$ cat src/assert_macros.svh
// Assertion helpers for the two-state Kalman filter block.
// Each check compiles away when SYNTHESIS is defined.
`ifndef ASSERT_MACROS_SVH
`define ASSERT_MACROS_SVH
`ifndef SYNTHESIS
// Same-cycle implication, disabled during reset.
`define KF2_ASSERT_IMP(lbl, clk, rst_n, ante, cons) \
    lbl: assert property (@(posedge clk) disable iff (!rst_n) (ante) |-> (cons)) \
        else $error("kf2 implication check failed");
// Next-cycle implication, disabled during reset.
`define KF2_ASSERT_NXT(lbl, clk, rst_n, ante, cons) \
    lbl: assert property (@(posedge clk) disable iff (!rst_n) (ante) |=> (cons)) \
        else $error("kf2 next-cycle check failed");
`else
`define KF2_ASSERT_IMP(lbl, clk, rst_n, ante, cons)
`define KF2_ASSERT_NXT(lbl, clk, rst_n, ante, cons)
`endif
`endif

$ cat src/kf2_pkg.sv
`default_nettype none
// ----------------------------------------------------------------------------
// kf2_pkg
// Shared types, constants and fixed-point helpers of the Kalman filter.
// ----------------------------------------------------------------------------
package kf2_pkg;

    localparam int unsigned CFG_IDX_W = 3;

    // Configuration register indexes.
    typedef enum logic [CFG_IDX_W-1:0] {
        CFG_F  = 3'd0,
        CFG_H  = 3'd1,
        CFG_Q  = 3'd2,
        CFG_R  = 3'd3,
        CFG_X0 = 3'd4,
        CFG_P0 = 3'd5
    } t_cfg_idx;

    // Packed 2x2 identity in Q8.8.
    localparam logic [63:0] IDENT4 = 64'h0100_0000_0000_0100;
    localparam logic signed [15:0] Q_ONE = 16'sd256;

    // Computation phases of one filter step.
    typedef enum logic [10:0] {
        PH_XP  = 11'b000_0000_0001,
        PH_FP  = 11'b000_0000_0010,
        PH_PP  = 11'b000_0000_0100,
        PH_BM  = 11'b000_0000_1000,
        PH_SM  = 11'b000_0001_0000,
        PH_DET = 11'b000_0010_0000,
        PH_KM  = 11'b000_0100_0000,
        PH_KH  = 11'b000_1000_0000,
        PH_NP  = 11'b001_0000_0000,
        PH_HX  = 11'b010_0000_0000,
        PH_KY  = 11'b100_0000_0000
    } t_phase;

    // Sequencer states.
    typedef enum logic [5:0] {
        ST_IDLE  = 6'b00_0001,
        ST_MAC   = 6'b00_0010,
        ST_DRAIN = 6'b00_0100,
        ST_DIVS  = 6'b00_1000,
        ST_DIVW  = 6'b01_0000,
        ST_DONE  = 6'b10_0000
    } t_state;

    // Destination of one matrix element.
    typedef struct packed {
        t_phase phase;
        logic   row;
        logic   col;
    } t_tag;

    // One multiply-accumulate term.
    typedef struct packed {
        logic valid;
        logic first;
        logic last;
        logic sub;
        t_tag tag;
    } t_mac_req;

    // Finished dot product.
    typedef struct packed {
        logic valid;
        t_tag tag;
    } t_mac_rsp;

    // Saturate an 18-bit sum to 16 bits.
    function automatic logic signed [15:0] sat16(input logic signed [17:0] v);
        logic signed [15:0] res;
        if (v > 18'sd32767) begin
            res = 16'sh7fff;
        end else if (v < -18'sd32768) begin
            res = 16'sh8000;
        end else begin
            res = v[15:0];
        end
        return res;
    endfunction

    // Round a Q18.16 sum to Q8.8 with halves up, then saturate.
    function automatic logic signed [15:0] rnd8(input logic signed [33:0] v);
        logic signed [34:0] w;
        logic signed [26:0] s;
        logic signed [15:0] res;
        w = {v[33], v} + 35'sd128;
        s = w[34:8];
        if (s > 27'sd32767) begin
            res = 16'sh7fff;
        end else if (s < -27'sd32768) begin
            res = 16'sh8000;
        end else begin
            res = s[15:0];
        end
        return res;
    endfunction

    // Element i of a packed four-element matrix.
    function automatic logic signed [15:0] el(input logic [63:0] m, input logic [1:0] i);
        return m[{i, 4'b0000} +: 16];
    endfunction

endpackage
`default_nettype wire

$ cat src/kf2_ifs.sv
`default_nettype none
// ----------------------------------------------------------------------------
// kf2 channel interfaces
// Measurement, estimate and configuration channels with valid/ready.
// ----------------------------------------------------------------------------
interface kf2_meas_if;
    logic               valid;
    logic               ready;
    logic signed [15:0] meas_0;
    logic signed [15:0] meas_1;
    modport source (output valid, meas_0, meas_1, input ready);
    modport sink   (input valid, meas_0, meas_1, output ready);
endinterface

interface kf2_est_if;
    logic               valid;
    logic               ready;
    logic signed [15:0] est_0;
    logic signed [15:0] est_1;
    logic               singular;
    modport source (output valid, est_0, est_1, singular, input ready);
    modport sink   (input valid, est_0, est_1, singular, output ready);
endinterface

interface kf2_cfg_if;
    import kf2_pkg::*;
    logic                 valid;
    logic                 ready;
    logic [CFG_IDX_W-1:0] index;
    logic [63:0]          data;
    modport source (output valid, index, data, input ready);
    modport sink   (input valid, index, data, output ready);
endinterface
`default_nettype wire

$ cat src/kf2_mac.sv
`default_nettype none
// ----------------------------------------------------------------------------
// kf2_mac
// Shared multiply-accumulate unit: registered 16x16 product, then a
// 34-bit accumulator that reports each finished dot product with its tag.
// ----------------------------------------------------------------------------
module kf2_mac (
    input  wire logic               i_clk,
    input  wire logic               i_rst_n,
    input  wire kf2_pkg::t_mac_req  i_req,
    input  wire logic signed [15:0] i_a,
    input  wire logic signed [15:0] i_b,
    output kf2_pkg::t_mac_rsp       o_rsp,
    output logic signed [33:0]      o_acc
);
    import kf2_pkg::*;

    t_mac_req           r_req1;
    t_mac_rsp           r_rsp;
    logic signed [31:0] r_prod;
    logic signed [33:0] r_acc;
    logic signed [33:0] w_prod_ext;
    logic signed [33:0] w_base;

    // Control pipeline.
    always_ff @(posedge i_clk) begin
        if (!i_rst_n) begin
            r_req1 <= '0;
            r_rsp  <= '0;
        end else begin
            r_req1      <= i_req;
            r_rsp.valid <= r_req1.valid & r_req1.last;
            r_rsp.tag   <= r_req1.tag;
        end
    end

    assign w_prod_ext = {{2{r_prod[31]}}, r_prod};
    assign w_base     = r_req1.first ? '0 : r_acc;

    // Product register and accumulator.
    always_ff @(posedge i_clk) begin
        r_prod <= i_a * i_b;
        if (r_req1.valid) begin
            r_acc <= r_req1.sub ? (w_base - w_prod_ext) : (w_base + w_prod_ext);
        end
    end

    assign o_rsp = r_rsp;
    assign o_acc = r_acc;

endmodule
`default_nettype wire

$ cat src/kf2_div.sv
`default_nettype none
// ----------------------------------------------------------------------------
// kf2_div
// Restoring divider for one inverse element: num*65536/den rounded half
// away from zero, clamped and saturated to Q8.8. One quotient bit a cycle.
// ----------------------------------------------------------------------------
module kf2_div (
    input  wire logic               i_clk,
    input  wire logic               i_rst_n,
    input  wire logic               i_start,
    input  wire logic signed [16:0] i_num,
    input  wire logic signed [33:0] i_den,
    output logic                    o_done,
    output logic signed [15:0]      o_quo
);
    localparam int unsigned QW     = 18;
    localparam logic [QW-1:0] QMAX = 18'd40000;

    logic               r_busy;
    logic               r_done;
    logic [4:0]         r_cnt;
    logic [34:0]        r_rem;
    logic [51:0]        r_dsh;
    logic [QW-1:0]      r_q;
    logic               r_neg;
    logic               r_ovf;
    logic signed [15:0] r_quo;

    logic [16:0]   w_num_mag;
    logic [33:0]   w_den_mag;
    logic [34:0]   w_rem0;
    logic          w_ge;
    logic [QW-1:0] w_q_next;
    logic [QW-1:0] w_mag;
    logic signed [15:0] w_res;

    assign w_num_mag = i_num[16] ? 17'(-i_num) : 17'(i_num);
    assign w_den_mag = i_den[33] ? 34'(-i_den) : 34'(i_den);
    assign w_rem0    = {1'b0, w_num_mag, 17'd0} + {1'b0, w_den_mag};

    // Current trial subtraction and the quotient after this step.
    assign w_ge     = {17'd0, r_rem} >= r_dsh;
    assign w_q_next = {r_q[QW-2:0], w_ge};

    // Clamp, apply the sign and saturate. A quotient too wide for the
    // quotient register is far above the clamp value.
    always_comb begin
        w_mag = (r_ovf || (w_q_next > QMAX)) ? QMAX : w_q_next;
        if (r_neg) begin
            w_res = (w_mag >= 18'd32768) ? 16'sh8000 : 16'(-w_mag);
        end else begin
            w_res = (w_mag > 18'd32767) ? 16'sh7fff : w_mag[15:0];
        end
    end

    // Step control.
    always_ff @(posedge i_clk) begin
        if (!i_rst_n) begin
            r_busy <= 1'b0;
            r_done <= 1'b0;
            r_cnt  <= '0;
        end else begin
            r_done <= 1'b0;
            if (i_start) begin
                r_busy <= 1'b1;
                r_cnt  <= 5'(QW - 1);
            end else if (r_busy) begin
                if (r_cnt == '0) begin
                    r_busy <= 1'b0;
                    r_done <= 1'b1;
                end else begin
                    r_cnt <= r_cnt - 5'd1;
                end
            end
        end
    end

    // Datapath: remainder, shifted divisor and quotient bits.
    always_ff @(posedge i_clk) begin
        if (i_start) begin
            r_rem <= w_rem0;
            r_dsh <= {w_den_mag, 1'b0, 17'd0};
            r_q   <= '0;
            r_neg <= i_num[16] ^ i_den[33];
            r_ovf <= {18'd0, w_rem0} >= {w_den_mag, 19'd0};
        end else if (r_busy) begin
            if (w_ge) begin
                r_rem <= r_rem - r_dsh[34:0];
            end
            r_dsh <= {1'b0, r_dsh[51:1]};
            r_q   <= w_q_next;
            if (r_cnt == '0) begin
                r_quo <= w_res;
            end
        end
    end

    assign o_done = r_done;
    assign o_quo  = r_quo;

endmodule
`default_nettype wire

$ cat src/kalman_filter_2x2_unit.sv
`default_nettype none
// ----------------------------------------------------------------------------
// kalman_filter_2x2_unit
// Two-state linear Kalman filter in Q8.8. A small sequencer walks the
// predict, gain and update products through one shared MAC and computes
// the innovation inverse with an iterative divider.
// ----------------------------------------------------------------------------
// Each element accumulates its inner products in the shared MAC, each phase
// ends with a drain of the MAC pipeline, and each inverse element waits on
// the iterative divider.
// Throughput: one measurement at a time; the next is taken once the
// estimate transaction completes. Reset (synchronous, active low) loads
// identity F, H, R, P and zero Q, x, gain; no clearing pass is needed.
`include "assert_macros.svh"
module kalman_filter_2x2_unit #(
    parameter int STATE_DIM = 2,
    parameter int MEAS_DIM  = 2
) (
    input  wire logic i_clk,
    input  wire logic i_rst_n,
    kf2_cfg_if.sink   i_cfg,
    kf2_meas_if.sink  i_meas,
    kf2_est_if.source o_est
);
    import kf2_pkg::*;

    localparam int ND = (STATE_DIM > 2) ? 2 : ((STATE_DIM < 1) ? 1 : STATE_DIM);
    localparam int MD = (MEAS_DIM > 2) ? 2 : ((MEAS_DIM < 1) ? 1 : MEAS_DIM);
    localparam logic LN = 1'(ND - 1);
    localparam logic LM = 1'(MD - 1);
    localparam logic [1:0] DIV_LAST = (MD == 2) ? 2'd3 : 2'd0;
    localparam logic [1:0] DRAIN_LAST = 2'd2;

    // Configuration registers.
    logic [63:0] r_f, r_h, r_q, r_r;

    // Filter state and scratch matrices.
    logic signed [15:0] r_est  [2];
    logic signed [15:0] r_cov  [4];
    logic signed [15:0] r_gain [4];
    logic signed [15:0] r_xp   [2];
    logic signed [15:0] r_y    [2];
    logic signed [15:0] r_z    [2];
    logic signed [15:0] r_fp   [4];
    logic signed [15:0] r_pp   [4];
    logic signed [15:0] r_bm   [4];
    logic signed [15:0] r_s    [4];
    logic signed [15:0] r_si   [4];
    logic signed [15:0] r_kh   [4];
    logic signed [33:0] r_det;

    // Sequencer.
    t_state     r_state;
    t_phase     r_phase;
    logic       r_row, r_col, r_k;
    logic [1:0] r_drain;
    logic [1:0] r_dj;
    logic       r_sing;

    logic w_cfg_wr, w_in_acc, w_out_acc;
    logic w_rl, w_cl, w_kl;
    logic [1:0] w_aidx, w_bnt, w_bt, w_widx;
    logic signed [15:0] w_a, w_b;
    logic w_sub;
    t_mac_req w_req;
    t_mac_rsp w_rsp;
    logic signed [33:0] w_acc;
    logic signed [15:0] w_rnd;
    logic w_div_start, w_div_done;
    logic signed [16:0] w_div_num;
    logic signed [15:0] w_quo;
    logic w_fin_sing, w_drain_end;

    assign i_cfg.ready  = 1'b1;
    assign w_cfg_wr     = i_cfg.valid;
    assign i_meas.ready = (r_state == ST_IDLE);
    assign w_in_acc     = i_meas.valid && (r_state == ST_IDLE);
    assign o_est.valid  = (r_state == ST_DONE);
    assign w_out_acc    = o_est.ready && (r_state == ST_DONE);
    assign o_est.est_0  = r_est[0];
    assign o_est.est_1  = (ND == 2) ? r_est[1] : 16'sd0;
    assign o_est.singular = r_sing;

    // Loop bounds of the current phase.
    always_comb begin
        w_rl = LN;
        w_cl = LN;
        w_kl = LN;
        unique case (r_phase)
            PH_XP:  begin w_rl = LN; w_cl = 1'b0; w_kl = LN; end
            PH_FP, PH_PP, PH_NP: begin w_rl = LN; w_cl = LN; w_kl = LN; end
            PH_BM:  begin w_rl = LN; w_cl = LM; w_kl = LN; end
            PH_SM:  begin w_rl = LM; w_cl = LM; w_kl = LN; end
            PH_DET: begin w_rl = 1'b0; w_cl = 1'b0; w_kl = LM; end
            PH_KM:  begin w_rl = LN; w_cl = LM; w_kl = LM; end
            PH_KH:  begin w_rl = LN; w_cl = LN; w_kl = LM; end
            PH_HX:  begin w_rl = LM; w_cl = 1'b0; w_kl = LN; end
            PH_KY:  begin w_rl = LN; w_cl = 1'b0; w_kl = LM; end
            default: begin w_rl = LN; w_cl = LN; w_kl = LN; end
        endcase
    end

    assign w_aidx = {r_row, r_k};
    assign w_bnt  = {r_k, r_col};
    assign w_bt   = {r_col, r_k};

    // Operand selection for the shared MAC.
    always_comb begin
        w_a   = '0;
        w_b   = '0;
        w_sub = 1'b0;
        unique case (r_phase)
            PH_XP:  begin w_a = el(r_f, w_aidx);  w_b = r_est[r_k];        end
            PH_FP:  begin w_a = el(r_f, w_aidx);  w_b = r_cov[w_bnt];      end
            PH_PP:  begin w_a = r_fp[w_aidx];     w_b = el(r_f, w_bt);     end
            PH_BM:  begin w_a = r_pp[w_aidx];     w_b = el(r_h, w_bt);     end
            PH_SM:  begin w_a = el(r_h, w_aidx);  w_b = r_bm[w_bnt];       end
            PH_DET: begin
                w_a   = r_k ? r_s[1] : r_s[0];
                w_b   = r_k ? r_s[2] : ((MD == 2) ? r_s[3] : Q_ONE);
                w_sub = r_k;
            end
            PH_KM:  begin w_a = r_bm[w_aidx];     w_b = r_si[w_bnt];       end
            PH_KH:  begin w_a = r_gain[w_aidx];   w_b = el(r_h, w_bnt);    end
            PH_NP:  begin w_a = r_kh[w_aidx];     w_b = r_pp[w_bnt];       end
            PH_HX:  begin w_a = el(r_h, w_aidx);  w_b = r_xp[r_k];         end
            PH_KY:  begin w_a = r_gain[w_aidx];   w_b = r_y[r_k];          end
            default: begin w_a = '0; w_b = '0; end
        endcase
    end

    always_comb begin
        w_req.valid     = (r_state == ST_MAC);
        w_req.first     = (r_k == 1'b0);
        w_req.last      = (r_k == w_kl);
        w_req.sub       = w_sub;
        w_req.tag.phase = r_phase;
        w_req.tag.row   = r_row;
        w_req.tag.col   = r_col;
    end

    kf2_mac u_mac (
        .i_clk   (i_clk),
        .i_rst_n (i_rst_n),
        .i_req   (w_req),
        .i_a     (w_a),
        .i_b     (w_b),
        .o_rsp   (w_rsp),
        .o_acc   (w_acc)
    );

    // Numerator of the current inverse element.
    always_comb begin
        case (r_dj)
            2'd0:    w_div_num = (MD == 2) ? 17'(r_s[3]) : 17'(Q_ONE);
            2'd1:    w_div_num = -17'(r_s[1]);
            2'd2:    w_div_num = -17'(r_s[2]);
            default: w_div_num = 17'(r_s[0]);
        endcase
    end

    assign w_div_start = (r_state == ST_DIVS);

    kf2_div u_div (
        .i_clk   (i_clk),
        .i_rst_n (i_rst_n),
        .i_start (w_div_start),
        .i_num   (w_div_num),
        .i_den   (r_det),
        .o_done  (w_div_done),
        .o_quo   (w_quo)
    );

    assign w_drain_end = (r_state == ST_DRAIN) && (r_drain == DRAIN_LAST);
    assign w_fin_sing  = w_drain_end && (r_phase == PH_DET) && (r_det == '0);
    assign w_rnd       = rnd8(w_acc);
    assign w_widx      = {w_rsp.tag.row, w_rsp.tag.col};

    // Sequencer.
    always_ff @(posedge i_clk) begin
        if (!i_rst_n) begin
            r_state <= ST_IDLE;
            r_phase <= PH_XP;
            r_row   <= 1'b0;
            r_col   <= 1'b0;
            r_k     <= 1'b0;
            r_drain <= '0;
            r_dj    <= '0;
            r_sing  <= 1'b0;
        end else begin
            unique case (r_state)
                ST_IDLE: begin
                    if (w_in_acc) begin
                        r_state <= ST_MAC;
                        r_phase <= PH_XP;
                    end
                end
                ST_MAC: begin
                    if (r_k != w_kl) begin
                        r_k <= 1'b1;
                    end else begin
                        r_k <= 1'b0;
                        if (r_col != w_cl) begin
                            r_col <= 1'b1;
                        end else begin
                            r_col <= 1'b0;
                            if (r_row != w_rl) begin
                                r_row <= 1'b1;
                            end else begin
                                r_row   <= 1'b0;
                                r_drain <= '0;
                                r_state <= ST_DRAIN;
                            end
                        end
                    end
                end
                ST_DRAIN: begin
                    if (r_drain != DRAIN_LAST) begin
                        r_drain <= r_drain + 2'd1;
                    end else begin
                        unique case (r_phase)
                            PH_XP: begin r_phase <= PH_FP; r_state <= ST_MAC; end
                            PH_FP: begin r_phase <= PH_PP; r_state <= ST_MAC; end
                            PH_PP: begin r_phase <= PH_BM; r_state <= ST_MAC; end
                            PH_BM: begin r_phase <= PH_SM; r_state <= ST_MAC; end
                            PH_SM: begin r_phase <= PH_DET; r_state <= ST_MAC; end
                            PH_DET: begin
                                if (r_det == '0) begin
                                    r_sing  <= 1'b1;
                                    r_state <= ST_DONE;
                                end else begin
                                    r_dj    <= '0;
                                    r_state <= ST_DIVS;
                                end
                            end
                            PH_KM: begin r_phase <= PH_KH; r_state <= ST_MAC; end
                            PH_KH: begin r_phase <= PH_NP; r_state <= ST_MAC; end
                            PH_NP: begin r_phase <= PH_HX; r_state <= ST_MAC; end
                            PH_HX: begin r_phase <= PH_KY; r_state <= ST_MAC; end
                            PH_KY: begin
                                r_sing  <= 1'b0;
                                r_state <= ST_DONE;
                            end
                            default: r_state <= ST_IDLE;
                        endcase
                    end
                end
                ST_DIVS: begin
                    r_state <= ST_DIVW;
                end
                ST_DIVW: begin
                    if (w_div_done) begin
                        if (r_dj == DIV_LAST) begin
                            r_phase <= PH_KM;
                            r_state <= ST_MAC;
                        end else begin
                            r_dj    <= r_dj + 2'd1;
                            r_state <= ST_DIVS;
                        end
                    end
                end
                ST_DONE: begin
                    if (w_out_acc) begin
                        r_state <= ST_IDLE;
                    end
                end
                default: r_state <= ST_IDLE;
            endcase
        end
    end

    // Configuration, estimate, covariance and gain.
    always_ff @(posedge i_clk) begin
        if (!i_rst_n) begin
            r_f    <= IDENT4;
            r_h    <= IDENT4;
            r_q    <= '0;
            r_r    <= IDENT4;
            r_est  <= '{default: '0};
            for (int i = 0; i < 4; i++) begin
                r_cov[i]  <= el(IDENT4, 2'(i));
                r_gain[i] <= '0;
            end
        end else begin
            if (w_cfg_wr) begin
                unique case (t_cfg_idx'(i_cfg.index))
                    CFG_F: r_f <= i_cfg.data;
                    CFG_H: r_h <= i_cfg.data;
                    CFG_Q: r_q <= i_cfg.data;
                    CFG_R: r_r <= i_cfg.data;
                    CFG_X0: begin
                        r_est[0] <= i_cfg.data[15:0];
                        r_est[1] <= i_cfg.data[31:16];
                    end
                    CFG_P0: begin
                        for (int i = 0; i < 4; i++) begin
                            r_cov[i] <= el(i_cfg.data, 2'(i));
                        end
                    end
                    default: ;
                endcase
            end
            if (w_rsp.valid) begin
                case (w_rsp.tag.phase)
                    PH_KM: r_gain[w_widx] <= w_rnd;
                    PH_NP: r_cov[w_widx]  <= w_rnd;
                    PH_KY: r_est[w_rsp.tag.row] <= sat16(18'(r_xp[w_rsp.tag.row])
                                                         + 18'(w_rnd));
                    default: ;
                endcase
            end
            // Singular innovation: keep the prediction.
            if (w_fin_sing) begin
                r_est[0] <= r_xp[0];
                r_est[1] <= (ND == 2) ? r_xp[1] : 16'sd0;
                for (int i = 0; i < 4; i++) begin
                    r_cov[i] <= r_pp[i];
                end
            end
        end
    end

    // Scratch matrices written back from the MAC, divider and input.
    always_ff @(posedge i_clk) begin
        if (w_in_acc) begin
            r_z[0] <= i_meas.meas_0;
            r_z[1] <= i_meas.meas_1;
        end
        if (w_div_done) begin
            r_si[r_dj] <= w_quo;
        end
        if (w_rsp.valid) begin
            case (w_rsp.tag.phase)
                PH_XP:  r_xp[w_rsp.tag.row] <= w_rnd;
                PH_FP:  r_fp[w_widx] <= w_rnd;
                PH_PP:  r_pp[w_widx] <= sat16(18'(w_rnd) + 18'(el(r_q, w_widx)));
                PH_BM:  r_bm[w_widx] <= w_rnd;
                PH_SM:  r_s[w_widx]  <= sat16(18'(w_rnd) + 18'(el(r_r, w_widx)));
                PH_DET: r_det <= w_acc;
                PH_KH:  r_kh[w_widx] <= sat16(((w_rsp.tag.row == w_rsp.tag.col) ?
                                               18'(Q_ONE) : 18'sd0) - 18'(w_rnd));
                PH_HX:  r_y[w_rsp.tag.row] <= sat16(18'(r_z[w_rsp.tag.row])
                                                    - 18'(w_rnd));
                default: ;
            endcase
        end
    end

    // The divider only ever sees a nonzero determinant.
    `KF2_ASSERT_IMP(a_div_nonzero, i_clk, i_rst_n, r_state == ST_DIVS, r_det != '0)
    // MAC results only arrive while a phase is issuing or draining.
    `KF2_ASSERT_IMP(a_wb_busy, i_clk, i_rst_n, w_rsp.valid, r_state == ST_MAC || r_state == ST_DRAIN)
    // A finished division always belongs to a waiting sequencer.
    `KF2_ASSERT_IMP(a_div_owner, i_clk, i_rst_n, w_div_done, r_state == ST_DIVW)
    // A delivered estimate returns the block to idle.
    `KF2_ASSERT_NXT(a_out_idle, i_clk, i_rst_n, w_out_acc, r_state == ST_IDLE)

endmodule
`default_nettype wire

$ cat src/flat_wrapper.sv
// flat-port wrapper written by rule: the top's interface ports become plain ports
module kalman_filter_2x2_unit_flat import kf2_pkg::*;
#(
    parameter int STATE_DIM = 2,
    parameter int MEAS_DIM  = 2
)
  (i_clk, i_rst_n, i_cfg_valid, i_cfg_index, i_cfg_data, i_cfg_ready, i_meas_valid, i_meas_meas_0, i_meas_meas_1, i_meas_ready, o_est_valid, o_est_est_0, o_est_est_1, o_est_singular, o_est_ready);
  kf2_cfg_if i_cfg_i ();
  kf2_meas_if i_meas_i ();
  kf2_est_if o_est_i ();
  input  wire logic i_clk;
  input  wire logic i_rst_n;
  input wire logic [$bits(i_cfg_i.valid)-1:0] i_cfg_valid;
  input wire logic [$bits(i_cfg_i.index)-1:0] i_cfg_index;
  input wire logic [$bits(i_cfg_i.data)-1:0] i_cfg_data;
  output wire logic [$bits(i_cfg_i.ready)-1:0] i_cfg_ready;
  input wire logic [$bits(i_meas_i.valid)-1:0] i_meas_valid;
  input wire logic [$bits(i_meas_i.meas_0)-1:0] i_meas_meas_0;
  input wire logic [$bits(i_meas_i.meas_1)-1:0] i_meas_meas_1;
  output wire logic [$bits(i_meas_i.ready)-1:0] i_meas_ready;
  output wire logic [$bits(o_est_i.valid)-1:0] o_est_valid;
  output wire logic [$bits(o_est_i.est_0)-1:0] o_est_est_0;
  output wire logic [$bits(o_est_i.est_1)-1:0] o_est_est_1;
  output wire logic [$bits(o_est_i.singular)-1:0] o_est_singular;
  input wire logic [$bits(o_est_i.ready)-1:0] o_est_ready;
  assign i_cfg_i.valid = i_cfg_valid;
  assign i_cfg_i.index = i_cfg_index;
  assign i_cfg_i.data = i_cfg_data;
  assign i_cfg_ready = i_cfg_i.ready;
  assign i_meas_i.valid = i_meas_valid;
  assign i_meas_i.meas_0 = i_meas_meas_0;
  assign i_meas_i.meas_1 = i_meas_meas_1;
  assign i_meas_ready = i_meas_i.ready;
  assign o_est_valid = o_est_i.valid;
  assign o_est_est_0 = o_est_i.est_0;
  assign o_est_est_1 = o_est_i.est_1;
  assign o_est_singular = o_est_i.singular;
  assign o_est_i.ready = o_est_ready;
  kalman_filter_2x2_unit #(.STATE_DIM(STATE_DIM), .MEAS_DIM(MEAS_DIM)) u_core (.i_clk(i_clk), .i_rst_n(i_rst_n), .i_cfg(i_cfg_i), .i_meas(i_meas_i), .o_est(o_est_i));
endmodule
$ cat config.mk
export PLATFORM = sky130hd
export DESIGN_NAME = kalman_filter_2x2_unit_flat
export DESIGN_NICKNAME = d
export VERILOG_FILES = /design/src/kf2_pkg.sv /design/src/kf2_ifs.sv /design/src/kf2_mac.sv /design/src/kf2_div.sv /design/src/kalman_filter_2x2_unit.sv /design/src/flat_wrapper.sv
export VERILOG_INCLUDE_DIRS = /design/src /design/src/src
export SDC_FILE = /design/constraint.sdc
export NUM_CORES = 2
export LEC_CHECK = 0
export BUFFER_PORTS_ARGS = -buffer_cell sky130_fd_sc_hd__buf_2
export CAP_MARGIN = 20
export CELL_PAD_IN_SITES_DETAIL_PLACEMENT = 1
export CELL_PAD_IN_SITES_GLOBAL_PLACEMENT = 1
export CORE_UTILIZATION = 50
export CTS_CLUSTER_SIZE = 10
export DETAILED_ROUTE_END_ITERATION = 7
export PLACE_DENSITY = 0.83
export SYNTH_ARGS = -nofsm -noshare
export SYNTH_HDL_FRONTEND = slang
export SYNTH_SLANG_ARGS = --single-unit
$ cat constraint.sdc
create_clock -name i_clk -period 12.1 [get_ports i_clk]
set_clock_uncertainty 0.15 [all_clocks]
set_input_delay 0.605 -clock i_clk [delete_from_list [all_inputs] [get_ports i_clk]]
set_output_delay 0.605 -clock i_clk [all_outputs]
set_load 0.1 [all_outputs]
==> results.json <==
{
  "gr-total-overflow": 0,
  "cap_violations": 0,
  "start_util": 0.5057,
  "routed_wl_um": 279600,
  "cts-root-buf": "clkbuf_16",
  "final_area_mm2": 0.07955,
  "grt_util_met3": 0.1394,
  "regToRegEndpoint": "u_core.u_mac.r_prod[31]",
  "yosysMostFrequentCell": "nand2_1",
  "yosysWarnings": 0,
  "rr_worst_depth": 31,
  "async_flop_share": 0,
  "cts.path.max_buffers": 3,
  "first_iter_violations": 7706,
  "ys_seq_elements": 1183,
  "crit_slowest_cell": "nor3_1",
  "tritoncts": "done",
  "grt.busiest_layer": "met2",
  "crit_path_frequent_cell": "fa_1",
  "syn-num-nets": 7402,
  "cp-start-kind": "flip-flop",
  "seq_area_mm2": 0.03134,
  "setup_violations": 0,
  "multi_input_area_mm2": 0.03736,
  "rows": 138,
  "h-tree-depth": 4,
  "synth_seq_area_share": 0.4358,
  "cts_sinks": 1183,
  "num_vias": 59302,
  "max_stage_delay_ns": 1.00,
  "hold_viol_final": 0,
  "die_y_um": 381.1,
  "cts_buffers": 144,
  "setup.worst_path.end_class": "flip-flop",
  "grt_pass1_wl_um": 405800,
  "critical_path.startpoint": "u_core.r_k",
  "syn-cell-area_mm2": 0.07186,
  "synthCells": 6759,
  "post_synth_mux_area_share": 0.1035,
  "drtPass1Iterations": 8,
  "num-fill-cells": 15092,
  "vias_per_cell": 6.688,
  "gr-usage-met1": 0.4698,
  "p_clk_frac": 0.364,
  "synth_fa_ha_area_frac": 0.1225,
  "final_max_slew_viol_count": 0,
  "clk_pin_slew_ns": 0.06,
  "power_frac_comb": 0.227,
  "pwr-share-seq": 0.409,
  "crit_arrival_ns": 12.13,
  "netlist.area_leader.share": 0.3188,
  "final.setup.tns_ns": 0,
  "synth-xor-area-share": 0.03510,
  "final_nets": 7509,
  "synth_cell_types": 105,
  "synth_edf_count": 763,
  "power_density_mw_per_mm2": 143.1,
  "core_area_mm2": 0.1421,
  "post-dp-hpwl_um": 200800,
  "avgSynthCellArea_um2": 10.63,
  "synth_common_cells": "859 x nand2_1, 763 x edfxtp_1, 536 x a21oi_1",
  "ys.flop_type": "edfxtp_1",
  "p_sw_mw": 3.605,
  "hold_class": "input pin to flip-flop",
  "worst_ep_required_time_ns": 12.64,
  "grt_usage": 0.3797,
  "worstPathMaxFanout": 38,
  "crit_cells": 31,
  "drive_above_1_share": 0.1225,
  "place_area_mm2": 0.07465,
  "critical_path_buf_inv_count": 7,
  "synth_top_family_by_area": "simple AND/OR/NAND/NOR gates",
  "synth_compound_area_frac": 0.1249,
  "grt_pass1_vias": 60397,
  "switching_share": 0.3168,
  "rsz0062_at_grt": "no",
  "leakagePower_nw": 29.60,
  "yosys-top-cells-area": "edfxtp_1 32%, dfxtp_1 12%, fa_1 7.5%",
  "setup.worst_path.end": "u_core.u_mac.r_prod[31]",
  "synth-simple-area-share": 0.1318,
  "fmax_ghz": 0.08632,
  "tightest_slew_ns": 1.305,
  "yosysTopAreaCell": "edfxtp_1",
  "relSlewSlack": 0.1230,
  "dieWidth_um": 381.1,
  "use_met2": 0.5710,
  "critPathKind": "flip-flop to flip-flop",
  "drtAntennaViolNets": 0,
  "cts_resized": 0,
  "p_int_mw": 7.776,
  "antenna_found_initial": 17,
  "drc": 0,
  "place.gp.congestion": 1.038,
  "cp_top_family": "simple AND/OR/NAND/NOR gates",
  "status": "completed",
  "wl_per_cell_um": 31.54,
  "grt_max_degree": 231,
  "timing.rr.start": "u_core.r_k",
  "portBuffers": 138,
  "clkLatencyLatePin_ns": 0.81,
  "fin_crit_sh": 0.9575,
  "areaGrowthSynthToFinish_pct": 10.71,
  "io_pins": 140,
  "r2r_slack_ns": 0.51,
  "peakVddDrop_v": 0.0001636,
  "period_minus_slack_ns": 11.59,
  "die_area_mm2": 0.1452
}
## worst min-delay path: cells and delay by family
| family | cells | cell delay (ns) |
|---|---|---|
| buffers and inverters | 1 | 0.19 |
| AO/OA/AOI/OAI | 1 | 0.05 |
| AND/OR/NAND/NOR | 1 | 0.09 |
## stage by stage
| step | utilization | hold WS [ns] | power [mW] | cells | worst slack [ns] |
|---|---|---|---|---|---|
| finish | 0.5598 | 0.03313 | 11.38 | 8867 | 0.5145 |
| global placement | 0.5251 | 0.2631 | 7.050 | 8559 | 1.399 |
| floorplan | - | 0.2619 | 6.326 | 6759 | 3.300 |
| global route | 0.5596 | 0.02306 | 11.63 | 8855 | 0.1845 |
| detailed placement | 0.5253 | 0.2702 | 7.173 | 8561 | 1.221 |
| CTS | 0.5588 | 0.0002464 | 11.28 | 8845 | 1.199 |
## final cells by class
cell class / instances / area share
flip-flops and latches: 1183 / 0.3939
multi-input cells: 4730 / 0.4697
clock buffers: 216 / 0.04973
clock inverters: 28 / 0.005064
repair buffers: 317 / 0.02828
well taps: 1890 / 0.02973
inverters: 490 / 0.02321
diodes: 13 / 0.0004089
## kinds of logic after synthesis
| kind of cell | Yosys count |
|---|---|
| adder cells (fa/ha/maj) | 542 |
| XOR/XNOR | 288 |
| buffers and inverters | 846 |
| other | 2 |
| multiplexers | 486 |
| AO/OA/AOI/OAI | 1367 |
| AND/OR/NAND/NOR | 2045 |
| flip-flops | 1183 |
## flip-flops by register name, summed over array words and instances, names as in the netlist, 34 cells and up, named ones only
name	flops
u_core.r_pp	64
u_core.u_mac.o_acc	34
u_core.r_gain	64
u_core.u_div.r_rem	35
u_core.r_h	64
u_core.r_si	64
u_core.r_det	34
u_core.r_fp	64
u_core.r_cov	64
u_core.r_q	64
u_core.r_r	64
u_core.u_div.r_dsh	52
u_core.r_kh	64
u_core.r_s	64
u_core.r_bm	64
u_core.r_f	64
## worst min-delay path by stage
stage | start | to | slack (ns) | depth (start not counted)
floorplan | u_core.u_mac.r_req1[0] | u_core.u_mac.o_rsp[0] | 0.26 | 1
global placement | u_core.u_mac.r_req1[0] | u_core.u_mac.o_rsp[0] | 0.26 | 1
detailed placement | u_core.u_mac.r_req1[0] | u_core.u_mac.o_rsp[0] | 0.27 | 1
CTS | i_cfg_data[58] | u_core.r_r[58] | 0.0002 | 3
global route | i_cfg_data[48] | u_core.r_f[48] | 0.02 | 3
finish | i_cfg_data[20] | u_core.r_r[20] | 0.03 | 3
## layer usage
metal | wire length, µm | vias to the layer above
li1 | - | 24465
met3 | 37710 | 932
met1 | 100900 | 30008
met4 | 18310 | 10
met2 | 122600 | 3887
met5 | 60 | -
## power by group through the flow
stage	clock, mW	sequential, mW	combinational [mW]
after floorplan	0	4.68	1.64
after global placement	0	4.72	2.33
after detailed placement	0	4.73	2.44
after CTS	4.14	4.65	2.48
after global routing	4.28	4.66	2.69
final	4.14	4.66	2.58
## layout by cell type (no fill, tap or decap), drive strengths merged, types with 28 or more instances in the layout
cell / instances
a21o: 100
clkbuf: 219
a21oi: 542
or3: 41
nand2b: 56
ha: 269
and2: 91
o21ai: 223
nor3: 93
or2: 29
a221oi: 81
inv: 495
nor2b: 95
xor2: 85
dlygate4sd3: 40
nand4: 33
fa: 270
and3: 36
nor4: 41
mux2i: 239
mux2: 46
a31oi: 43
nor2: 482
dfxtp: 420
o21a: 38
o22ai: 47
buf: 274
edfxtp: 763
xnor2: 203
o31ai: 34
nand3: 96
a22oi: 28
mux4: 201
nand2: 860
## repair_timing
action / in CTS / in global routing
buffers inserted: 0 / 0
hold endpoints to repair: 47 / 0
hold buffers: 40 / 0
Note: power is estimated with default switching activity, not from simulation.
